### config.mk
export PLATFORM = sky130hd
export DESIGN_NAME = dot_map_to_custom_glyph_renderer_top
export DESIGN_NICKNAME = d
export VERILOG_FILES = /design/src/design/dmcg_pkg.sv /design/src/design/dmcg_cell_store.sv /design/src/design/dot_map_to_custom_glyph_renderer_top.sv
export SDC_FILE = /design/constraint.sdc
export NUM_CORES = 2
export LEC_CHECK = 0
export ABC_AREA = 1
export BUFFER_PORTS_ARGS = -buffer_cell sky130_fd_sc_hd__buf_2
export CAP_MARGIN = 15
export CORE_MARGIN = 2
export CORE_UTILIZATION = 30
export CTS_BUF_LIST = sky130_fd_sc_hd__clkbuf_4 sky130_fd_sc_hd__clkbuf_8 sky130_fd_sc_hd__clkbuf_16
export DETAILED_ROUTE_END_ITERATION = 12
export GPL_ROUTABILITY_DRIVEN = 0
export SLEW_MARGIN = 20
export SYNTH_ARGS = -nofsm -noshare
export SYNTH_HDL_FRONTEND = slang
export SYNTH_SLANG_ARGS = --single-unit
### constraint.sdc
create_clock -name aclk -period 9.8 [get_ports aclk]
set_input_delay 1.96 -clock aclk [delete_from_list [all_inputs] [get_ports aclk]]
set_output_delay 1.96 -clock aclk [all_outputs]
set_load 0.005 [all_outputs]
### src/design/dmcg_pkg.sv
// Shared types, codes and helpers of the dot map glyph renderer.
// No dependencies; used by every other file of the block but the macro header.
`default_nettype none

package dmcg_pkg;

    localparam int DOT_WIDTH = 5;
    localparam int CELL_BITS = DOT_WIDTH * 8;

    localparam logic [7:0] CURSOR_BASE = 8'h80;
    localparam logic [6:0] CGRAM_BASE  = 7'h40;
    localparam logic [7:0] BLANK_CHAR  = 8'h20;
    localparam logic [2:0] SLOT_MASK   = 3'h7;
    localparam logic [7:0] ROW_OFFSET [4] = '{8'h00, 8'h40, 8'h14, 8'h54};

    localparam logic OP_BLANK = 1'b0;
    localparam logic OP_GLYPH = 1'b1;

    typedef enum logic [1:0] {
        CMD_SET_DOT   = 2'd0,
        CMD_CLEAR_DOT = 2'd1,
        CMD_RENDER    = 2'd2,
        CMD_CLEAR_ALL = 2'd3
    } dmcg_cmd_t;

    typedef struct packed {
        dmcg_cmd_t   cmd;
        logic [3:0]  dot_row;
        logic [6:0]  dot_col;
    } dmcg_in_t;

    typedef struct packed {
        logic                 op_kind;
        logic [7:0]           cursor_command;
        logic [6:0]           cgram_command;
        logic [CELL_BITS-1:0] glyph_bits;
        logic [7:0]           char_code;
        logic                 last;
    } dmcg_out_t;

    typedef struct packed {
        logic clear_all;
        logic rd_en;
        logic wr_en;
    } dmcg_store_ctl_t;

    // column bytes of one cell (byte i = dot column i) to glyph rows
    function automatic logic [CELL_BITS-1:0] transpose_cell(
        input logic [CELL_BITS-1:0] word
    );
        logic [CELL_BITS-1:0] g;
        g = '0;
        for (int gr = 0; gr < 8; gr++) begin
            for (int i = 0; i < DOT_WIDTH; i++) begin
                g[DOT_WIDTH*gr + DOT_WIDTH - 1 - i] = word[8*i + gr];
            end
        end
        return g;
    endfunction

endpackage

`default_nettype wire

### src/design/dmcg_cell_store.sv
// Cell store: one 40-bit word per display cell, with per-cell valid flags.
// Depends on dmcg_pkg; instantiated by the top level.
`default_nettype none

module dmcg_cell_store #(
    parameter int CELLS = 32,
    localparam int AW = (CELLS > 1) ? $clog2(CELLS) : 1
) (
    input  wire logic                           aclk,
    input  wire logic                           aresetn,
    input  wire dmcg_pkg::dmcg_store_ctl_t      ctl,
    input  wire logic [AW-1:0]                  rd_addr,
    input  wire logic [AW-1:0]                  wr_addr,
    input  wire logic [dmcg_pkg::CELL_BITS-1:0] wr_data,
    output logic      [dmcg_pkg::CELL_BITS-1:0] rd_data
);

    logic [dmcg_pkg::CELL_BITS-1:0] mem [CELLS];
    logic [dmcg_pkg::CELL_BITS-1:0] rd_word_reg;
    logic                           rd_hit_reg;
    logic [CELLS-1:0]               valid_reg;

    always_ff @(posedge aclk) begin
        if (ctl.wr_en) begin
            mem[wr_addr] <= wr_data;
        end
        if (ctl.rd_en) begin
            rd_word_reg <= mem[rd_addr];
            rd_hit_reg  <= valid_reg[rd_addr];
        end
    end

    // a cell never written since the last clear reads as empty
    always_ff @(posedge aclk) begin
        if (!aresetn) begin
            valid_reg <= '0;
        end else if (ctl.clear_all) begin
            valid_reg <= '0;
        end else if (ctl.wr_en) begin
            valid_reg[wr_addr] <= 1'b1;
        end
    end

    assign rd_data = rd_hit_reg ? rd_word_reg : '0;

endmodule

`default_nettype wire

### src/design/dot_map_to_custom_glyph_renderer_top.sv
// Dot map glyph renderer, top level: command sequencer and result buffering.
// Depends on dmcg_pkg and dmcg_cell_store.
//
// Usage: items arrive on s_valid/s_ready/s_data (cmd, dot_row, dot_col);
// display operations leave on m_valid/m_ready/m_data. s_ready is high only
// while the sequencer is idle; one item is handled at a time.
// Set dot / clear dot: read-modify-write of one cell word (accept, read,
// write); out-of-range positions are dropped when accepted. Clear all drops
// every cell's valid flag.
// Render: walk the used flags cell by cell, then take each scanned cell in
// turn (store read, check) until all cells are seen or the slots run out,
// then release the last operation. All store reads go through the single
// store read port.
// The first result appears once a second operation is found (or at the
// end of the walk); each result carries last on the final one.
// After reset the dot map is empty and no cell counts as used.
// A stalled receiver holds the result register; the sequencer keeps one
// further operation pending and waits there until the transfer completes.
`default_nettype none

module dot_map_to_custom_glyph_renderer_top #(
    parameter int CELL_COLUMNS = 16,
    parameter int CELL_ROWS    = 2,
    parameter int GLYPH_SLOTS  = 8
) (
    input  wire logic                aclk,
    input  wire logic                aresetn,
    input  wire logic                s_valid,
    output logic                     s_ready,
    input  wire dmcg_pkg::dmcg_in_t  s_data,
    output logic                     m_valid,
    input  wire logic                m_ready,
    output dmcg_pkg::dmcg_out_t      m_data
);

    localparam int CELLS    = CELL_ROWS * CELL_COLUMNS;
    localparam int CELL_AW  = (CELLS > 1) ? $clog2(CELLS) : 1;
    localparam int COL_W    = (CELL_COLUMNS > 1) ? $clog2(CELL_COLUMNS) : 1;
    localparam int ROW_DOTS = CELL_COLUMNS * dmcg_pkg::DOT_WIDTH;

    typedef enum logic [6:0] {
        ST_IDLE    = 7'b0000001,
        ST_DOT_RD  = 7'b0000010,
        ST_DOT_WR  = 7'b0000100,
        ST_BLANK   = 7'b0001000,
        ST_GLY_RD  = 7'b0010000,
        ST_GLY_CHK = 7'b0100000,
        ST_FLUSH   = 7'b1000000
    } state_t;

    state_t                 state_reg, state_next;
    logic [CELL_AW-1:0]     ci_reg, ci_next;
    logic                   row_reg, row_next;
    logic [COL_W-1:0]       col_reg, col_next;
    logic [3:0]             slot_reg, slot_next;
    logic [CELL_AW-1:0]     dot_addr_reg, dot_addr_next;
    logic [2:0]             dot_off_reg, dot_off_next;
    logic [7:0]             dot_mask_reg, dot_mask_next;
    logic                   dot_set_reg, dot_set_next;
    logic [CELLS-1:0]       used_reg, used_next;
    dmcg_pkg::dmcg_out_t    pend_reg, pend_next;
    logic                   pend_valid_reg, pend_valid_next;
    dmcg_pkg::dmcg_out_t    out_reg, out_next;
    logic                   out_valid_reg, out_valid_next;

    dmcg_pkg::dmcg_store_ctl_t      st_ctl;
    logic [CELL_AW-1:0]             st_rd_addr;
    logic [dmcg_pkg::CELL_BITS-1:0] st_wr_data;
    logic [dmcg_pkg::CELL_BITS-1:0] st_rd_data;

    logic [14:0]         dq;
    logic [4:0]          ccol;
    logic [6:0]          crem;
    logic                dot_ok;
    logic [CELL_AW-1:0]  dot_idx;
    logic [7:0]          cursor;
    logic                last_cell;
    logic                can_push;
    logic                emit_req;
    logic                emit_ok;
    logic                step;
    logic                nz;
    dmcg_pkg::dmcg_out_t new_op;

    dmcg_cell_store #(
        .CELLS (CELLS)
    ) u_store (
        .aclk    (aclk),
        .aresetn (aresetn),
        .ctl     (st_ctl),
        .rd_addr (st_rd_addr),
        .wr_addr (dot_addr_reg),
        .wr_data (st_wr_data),
        .rd_data (st_rd_data)
    );

    // dot_col / 5 by reciprocal, exact below 128
    assign dq      = 15'(s_data.dot_col) * 15'd205;
    assign ccol    = dq[14:10];
    assign crem    = s_data.dot_col - 7'(ccol) * 7'd5;
    assign dot_ok  = ({1'b0, s_data.dot_col} < 8'(ROW_DOTS))
                     && (!s_data.dot_row[3] || (CELL_ROWS > 1));
    assign dot_idx = CELL_AW'(ccol)
                     + (s_data.dot_row[3] ? CELL_AW'(CELL_COLUMNS) : CELL_AW'(0));

    assign cursor    = dmcg_pkg::CURSOR_BASE
                       | (dmcg_pkg::ROW_OFFSET[{1'b0, row_reg}] + 8'(col_reg));
    assign last_cell = (ci_reg == CELL_AW'(CELLS - 1));
    assign can_push  = !out_valid_reg || m_ready;
    assign emit_ok   = !pend_valid_reg || can_push;
    assign nz        = |st_rd_data;

    assign s_ready = (state_reg == ST_IDLE);
    assign m_valid = out_valid_reg;
    assign m_data  = out_reg;

    always_comb begin
        state_next      = state_reg;
        ci_next         = ci_reg;
        row_next        = row_reg;
        col_next        = col_reg;
        slot_next       = slot_reg;
        dot_addr_next   = dot_addr_reg;
        dot_off_next    = dot_off_reg;
        dot_mask_next   = dot_mask_reg;
        dot_set_next    = dot_set_reg;
        used_next       = used_reg;
        pend_next       = pend_reg;
        pend_valid_next = pend_valid_reg;
        out_next        = out_reg;
        out_valid_next  = out_valid_reg;
        st_ctl          = '0;
        st_rd_addr      = ci_reg;
        st_wr_data      = st_rd_data;
        emit_req        = 1'b0;
        step            = 1'b0;
        new_op          = '0;

        if (out_valid_reg && m_ready) begin
            out_valid_next = 1'b0;
        end

        unique case (state_reg)
            ST_IDLE: begin
                if (s_valid) begin
                    unique case (s_data.cmd)
                        dmcg_pkg::CMD_SET_DOT, dmcg_pkg::CMD_CLEAR_DOT: begin
                            if (dot_ok) begin
                                dot_addr_next = dot_idx;
                                dot_off_next  = crem[2:0];
                                dot_mask_next = 8'd1 << s_data.dot_row[2:0];
                                dot_set_next  = (s_data.cmd == dmcg_pkg::CMD_SET_DOT);
                                state_next    = ST_DOT_RD;
                            end
                        end
                        dmcg_pkg::CMD_RENDER: begin
                            ci_next    = '0;
                            row_next   = 1'b0;
                            col_next   = '0;
                            slot_next  = '0;
                            state_next = ST_BLANK;
                        end
                        dmcg_pkg::CMD_CLEAR_ALL: begin
                            st_ctl.clear_all = 1'b1;
                        end
                        default: ;
                    endcase
                end
            end
            ST_DOT_RD: begin
                st_ctl.rd_en = 1'b1;
                st_rd_addr   = dot_addr_reg;
                state_next   = ST_DOT_WR;
            end
            ST_DOT_WR: begin
                st_ctl.wr_en = 1'b1;
                for (int i = 0; i < dmcg_pkg::DOT_WIDTH; i++) begin
                    if (dot_off_reg == 3'(i)) begin
                        st_wr_data[8*i +: 8] = dot_set_reg
                            ? (st_rd_data[8*i +: 8] | dot_mask_reg)
                            : (st_rd_data[8*i +: 8] & ~dot_mask_reg);
                    end
                end
                state_next = ST_IDLE;
            end
            ST_BLANK: begin
                new_op.op_kind        = dmcg_pkg::OP_BLANK;
                new_op.cursor_command = cursor;
                new_op.char_code      = dmcg_pkg::BLANK_CHAR;
                emit_req              = used_reg[ci_reg];
                step                  = !used_reg[ci_reg] || emit_ok;
                if (emit_req && emit_ok) begin
                    used_next[ci_reg] = 1'b0;
                end
                if (step) begin
                    if (last_cell) begin
                        ci_next    = '0;
                        row_next   = 1'b0;
                        col_next   = '0;
                        state_next = ST_GLY_RD;
                    end else begin
                        ci_next = ci_reg + 1'b1;
                        if (col_reg == COL_W'(CELL_COLUMNS - 1)) begin
                            col_next = '0;
                            row_next = 1'b1;
                        end else begin
                            col_next = col_reg + 1'b1;
                        end
                    end
                end
            end
            ST_GLY_RD: begin
                st_ctl.rd_en = 1'b1;
                state_next   = ST_GLY_CHK;
            end
            ST_GLY_CHK: begin
                new_op.op_kind        = dmcg_pkg::OP_GLYPH;
                new_op.cursor_command = cursor;
                new_op.cgram_command  = dmcg_pkg::CGRAM_BASE
                                        | {1'b0, (slot_reg[2:0] & dmcg_pkg::SLOT_MASK), 3'b000};
                new_op.glyph_bits     = dmcg_pkg::transpose_cell(st_rd_data);
                new_op.char_code      = 8'(slot_reg);
                emit_req              = nz;
                step                  = !nz || emit_ok;
                if (emit_req && emit_ok) begin
                    used_next[ci_reg] = 1'b1;
                    slot_next         = slot_reg + 1'b1;
                end
                if (step) begin
                    if (last_cell || (nz && slot_reg == 4'(GLYPH_SLOTS - 1))) begin
                        state_next = ST_FLUSH;
                    end else begin
                        ci_next    = ci_reg + 1'b1;
                        state_next = ST_GLY_RD;
                        if (col_reg == COL_W'(CELL_COLUMNS - 1)) begin
                            col_next = '0;
                            row_next = 1'b1;
                        end else begin
                            col_next = col_reg + 1'b1;
                        end
                    end
                end
            end
            ST_FLUSH: begin
                if (!pend_valid_reg) begin
                    state_next = ST_IDLE;
                end else if (can_push) begin
                    out_next        = pend_reg;
                    out_next.last   = 1'b1;
                    out_valid_next  = 1'b1;
                    pend_valid_next = 1'b0;
                    state_next      = ST_IDLE;
                end
            end
            default: begin
                state_next = ST_IDLE;
            end
        endcase

        // hold one operation back so that last can be set on the final one
        if (emit_req && emit_ok) begin
            if (pend_valid_reg) begin
                out_next       = pend_reg;
                out_valid_next = 1'b1;
            end
            pend_next       = new_op;
            pend_valid_next = 1'b1;
        end
    end

    always_ff @(posedge aclk) begin
        if (!aresetn) begin
            state_reg      <= ST_IDLE;
            used_reg       <= '0;
            pend_valid_reg <= 1'b0;
            out_valid_reg  <= 1'b0;
            ci_reg         <= '0;
            row_reg        <= 1'b0;
            col_reg        <= '0;
            slot_reg       <= '0;
        end else begin
            state_reg      <= state_next;
            used_reg       <= used_next;
            pend_valid_reg <= pend_valid_next;
            out_valid_reg  <= out_valid_next;
            ci_reg         <= ci_next;
            row_reg        <= row_next;
            col_reg        <= col_next;
            slot_reg       <= slot_next;
        end
    end

    always_ff @(posedge aclk) begin
        dot_addr_reg <= dot_addr_next;
        dot_off_reg  <= dot_off_next;
        dot_mask_reg <= dot_mask_next;
        dot_set_reg  <= dot_set_next;
        pend_reg     <= pend_next;
        out_reg      <= out_next;
    end

endmodule

`default_nettype wire

**Yosys cells after proc, flatten, opt, wreduce, memory -nomap -nowiden**

Memories as Yosys holds them, arrays and structs flattened. A register that Yosys moved wholly into a read port is not among the register bits.
Cells that the tools add are included.

- Multipliers: 2
- Mux-type cells: 89
- Equality and inequality tests: 28
- Add/sub/neg operators: 6
- Bitwise gates (word level): 17
- Order comparisons: 7
- Reduce and logical (&&, ||, !) cells: 31
- Shift operators: 1

Operators with widths:

| kind | number |
|---|---|
| $mux 65 | 5 |
| $mux 40 | 2 |
| $mux 8 | 10 |
| $mux 7 | 10 |
| $mux 32 | 2 |
| $or 32x32->32 | 2 |
| $pmux 32 s2 | 1 |
| $mux 47 | 1 |
| $pmux 7 s6 | 1 |
| $and 8x8->8 | 5 |
| $mux 5 | 8 |
| $or 8x8->8 | 5 |
| $reduce_or 40->1 | 1 |
| $and 32x32->32 | 1 |
| $mux 4 | 8 |
| $not 32->32 | 1 |
| $mux 1 | 28 |
| $lt 5x6->1 const B | 3 |
| $pmux 9 s2 | 1 |
| $bmux 8 s2 | 1 |
| $mul 7x8->15 const B | 1 |
| $pmux 5 s3 | 1 |
| $ne 2x2->1 const B | 7 |
| $pmux 7 s2 | 1 |
| other kinds (50) | 75 |

- RAM bits: 1280
- Logic and storage cells: 208
- Input port bits: 17
- Memories: 1
- Output and inout port bits: 67
- Register bits: 234

Memory list:

| memory | words | bits a word | rd ports | clocked after memory_dff | write ports | line | RTL |
|---|---|---|---|---|---|---|---|
| u_store.mem | 32 | 40 | 1 | 1 | 1 | dmcg_cell_store.sv:18 | `logic [dmcg_pkg::CELL_BITS-1:0] mem [CELLS];` |

**Logic depth before layout (Yosys ltp)**

- Depth after elaboration: 8
- Depth in mapped cells: 22

**Hierarchy**

From an unflattened synthesis, not the netlist that was laid out.

- Cells, all modules: 5964
- Area total of the unflattened synthesis: 65390.2 µm²

By module, submodules not included:

| module | instances | sequential area each (µm²) | area an instance (µm²) | cells an instance |
|---|---|---|---|---|
| dmcg_cell_store | 1 | 40308.7 | 54918.9 | 4688 |
| dot_map_to_custom_glyph_renderer_top | 1 | 5245.0 | 10471.3 | 1276 |

**Worst setup path after synthesis**

No wires, ideal clock.

- Kind: in2reg
- From: input s_data[4] in the netlist's numbering
- To: register dot_off_reg[2] (data pin)
- Setup slack: 4.016 ns
- Buffers on the path: 0
- Data arrival time: 5.524 ns
- Setup time: 0.260 ns
- Stages: 19
- Cell sequence: ha_1 -> inv_1 -> fa_1 -> inv_1 -> ha_1 -> inv_1 -> fa_1 -> inv_1 -> ha_1 -> a21oi_1 -> o21a_1 -> nand2_1 -> xor2_1 -> ha_1 -> inv_1 -> fa_1 -> xnor2_1 -> xor2_1 -> xnor2_1

- Longest elaborated chain between the ends: 3

RTL lines:

| item | line | RTL |
|---|---|---|
| start, declared | dot_map_to_custom_glyph_renderer_top.sv:30 | `input wire dmcg_pkg::dmcg_in_t s_data,` |
| $mul 7x8->15 | dot_map_to_custom_glyph_renderer_top.sv:98 | `assign dq = 15'(s_data.dot_col) * 15'd205;` |
| $mul 5x3->3 | dot_map_to_custom_glyph_renderer_top.sv:100 | `assign crem = s_data.dot_col - 7'(ccol) * 7'd5;` |
| $sub 3x3->3 | dot_map_to_custom_glyph_renderer_top.sv:100 |  |
| via crem[2] | dot_map_to_custom_glyph_renderer_top.sv:73 | `logic [6:0] crem;` |
| end signal, assigned | dot_map_to_custom_glyph_renderer_top.sv:295 | `dot_off_reg <= dot_off_next;` |
| end, declared | dot_map_to_custom_glyph_renderer_top.sv:57 | `logic [2:0] dot_off_reg, dot_off_next;` |

The timed path passes the listed nets, and every way through them passes these cells.
A chain may end at the register's enable or synchronous reset.

**Worst setup path after layout**

Ends and elaborated chain as after synthesis.

==> metrics.md <==
| Metric | Value |
|---|---|
| Core area | `0.232 mm²` |
| Switching share of power | `29.3%` |
| Register area share after synthesis | `65.3%` |
| Area contributors post-synth | `edfxtp_1 63%, nand3_1 11%, inv_1 8.2%` |
| Final nets | `7156` |
| Simple-gate share of the synthesized area | `21.7%` |
| Count leader, synth | `inv_1` |
| TritonCTS buffer count | `163` |
| Max Fclk | `0.183 GHz` |
| Iter 0 DRT Violations | `5999` |
| Gate power share | `18.2%` |
| Share of cells above drive strength 1 | `8.14%` |
| Chip Height | `486 µm` |
| Number of synthesized flops with an enable pin | `1459` |
| GRT Util Overall | `17.3%` |
| Largest net degree at the start of global routing | `156` |
| Layout area overhead | `12.9%` |
| CTS tree | `yes` |
| Hold/Removal Path Class | `flop to flop` |
| Clk sink count | `1546` |
| CTS clock-pin slew for the worst setup and hold paths | `60 ps` |
| Final total power | `16.4 mW` |
| DRC viols | `0` |
| Latest clock arrival within the worst-skew pair | `810 ps` |
| Compound-Gate Fraction of Synth Area | `0.724%` |
| Util after Layout | `34.0%` |
| Cts hold-fix bufs | `0` |
| Number of I/O pins | `84` |
| Final min period | `5450 ps` |
| Htree depth | `4` |
| Final setup TNS | `0 ps` |
| Worst-Margin Slew | `1140 ps` |
| RSZ-0062 raised after global routing | `false` |
| Die X | `486 µm` |
| Slew Viols, Final | `0` |
| Count of different cell masters after synthesis | `38` |
| Fin area | `0.0788 mm²` |
| Leakage | `33.4 nW` |
| Port Buf Inserts | `83` |
| Syn_area_per_cell | `9.86 µm²` |
| DRT Pass-1 Iters | `8` |
| CTS max path bufs | `3` |
| Dpl hpwl | `107 mm` |
| Xor and xnor area share after synthesis | `0.201%` |
| Reg-to-Reg Start | `u_store.rd_hit_reg` |
| CTS resizes | `0` |
| Switch Pwr | `4.80 mW` |
| Final cycle utilization of the critical path | `55.6%` |
| Number of flip-flops in the largest register | `1280` |
| Syn Std Cell Area | `0.0698 mm²` |
| Flop pwr share | `45.1%` |
| Setup Fix Bufs, Post-CTS | `0` |
| Total grt overflow | `0` |
| Clk pwr share | `36.7%` |
| WP data required | `10350 ps` |
| YS warnings | `0` |
| FF-to-FF path depth | `14` |
| Main combinational cell family by area after synthesis | `simple AND/OR/NAND/NOR gates` |
| Layout filler cell count | `23054` |
| R2R setup slack | `4670 ps` |
| Outcome | `finished, final reports clean` |
| Clock Skew | `27.1 ps` |
| Cell Int Power | `11.6 mW` |
| Initial Utilization | `30.1%` |
| CTS root buf | `clkbuf_16` |
| Crit. End Element | `flop` |
| Startpoint type of the worst setup path | `input port` |
| Initial antenna violation count | `6` |
| Max-slew headroom | `23.8%` |
| Mux cell area share after synthesis | `0%` |
| Mapped Nets | `7151` |
| Critical path class | `input port to flop` |
| Pwr dens | `208 mW/mm²` |
| VDD IR-drop max | `184 µV` |
| Synth Area in Adders | `1.03%` |
| Std-Cell Rows | `177` |
| WL final | `208 mm` |
| Final ANT Viol Nets | `0` |
| Setup violations, final | `0` |
| Post-synth top cells | `1531 x inv_1, 1523 x nand2_1, 1506 x nand3_1` |
| Number of max-cap violations | `0` |
| Placed inst area | `0.0736 mm²` |
| Via/cell ratio | `4.83` |
| First-pass GRT wire length | `308 mm` |
| FF+latch count, synth | `1546` |
| Die Footprint | `0.237 mm²` |
| Min-Delay Path Depth | `2` |
| Post-Synthesis Cells | `7082` |
| Worst setup path startpoint | `s_data[4]` |
| CP Max Fanout | `5` |
| Async set-reset flop share out of synthesis | `0%` |
| Primary FF master, synth | `edfxtp_1` |
| Via total after detailed routing | `49610` |
| Routed len/inst | `20.3 µm` |
| Synth top area share | `62.8%` |
| Vias in the first global route | `47048` |
| Final hold vios | `0` |
| Largest area contributor in the netlist | `edfxtp_1` |
| WP data arrival | `6000 ps` |
[cell type report]
class                      instances  area [µm²]  area share (%)
inverter                        1543        5800            7.36
clock buffer                     220        4600            5.83
tap                             3043        3810            4.83
clock inverter                    80         563           0.714
antenna                            6        15.0          0.0190
multi-input combinational       3637       17200            21.8
sequential                      1546       45600            57.8
timing repair buffer             196        1330            1.68
[worst max-delay path, cell delays in order]
cell and delay (ps):
buf_2 140, ha_1 300, inv_1 60, fa_1 510, inv_1 50, ha_1 260, inv_1 50, fa_1 490
inv_1 50, ha_1 280, a21oi_1 160, o21a_1 150, nand2_1 130, xor2_1 320, ha_1 220, inv_1 50
fa_1 370, xnor2_1 190, xor2_1 190, xnor2_1 80
[layout by cell type (no fill, tap or decap), types with 32 or more instances in the layout]
| cell type | Yosys | routed |
|---|---|---|
| inv_1 | 1531 | 1528 |
| nand2_1 | 1523 | 1519 |
| nand3_1 | 1506 | 1505 |
| edfxtp_1 | 1459 | 1459 |
| nor2_1 | 362 | 330 |
| clkbuf_16 | 0 | 167 |
| buf_4 | 9 | 108 |
| dfxtp_1 | 87 | 87 |
| buf_2 | 220 | 83 |
| clkbuf_4 | 0 | 50 |
| ha_1 | 43 | 43 |
| clkinv_1 | 3 | 40 |
| nor2_4 | 0 | 32 |
[how the worst max path moves through the flow]
stage	end	slack [ps]
final	dot_off_reg[2]	4350
after global routing	dot_off_reg[2]	4060
after CTS	dot_off_reg[2]	4360
after detailed placement	dot_off_reg[2]	3530
after global placement	dot_off_reg[2]	3420
after floorplan	dot_off_reg[2]	4020
[metrics by stage]
stage	hold slack, ps	instances	setup slack [ps]
finish	462	10271	4350
global route	481	10267	4060
CTS	463	10265	4360
detailed placement	452	9965	3530
global placement	446	9964	3420
floorplan	431	7082	4020
[routing by layer]
metal / global-route usage (%) / routed length [µm] / up-vias
met3: 3.17 / 19100 / 456
met5: 0 / 13 / -
met1: 22.9 / 85100 / 24070
li1: - / - / 22788
met4: 6.89 / 8410 / 2
met2: 27.8 / 95700 / 2294
[kinds of logic (layout without fill, tap and decap cells)]
logic type      Yosys count  after routing
compound gates           90             90
xor+xnor                 16             16
fa+ha+maj                52             52
buf+inv                1899           2039
flops                  1546           1546
other cells               0              6
simple gates           3479           3479
[power groups by stage]
stage / clock network, mW / logic [mW] / registers (mW)
finish: 6.00 / 2.98 / 7.38
global route: 6.31 / 3.27 / 7.37
CTS: 6.07 / 2.97 / 7.37
detailed placement: 0 / 2.95 / 7.51
global placement: 0 / 2.93 / 7.51
floorplan: 0 / 2.20 / 7.49
Power figures use the tool's default switching activity.
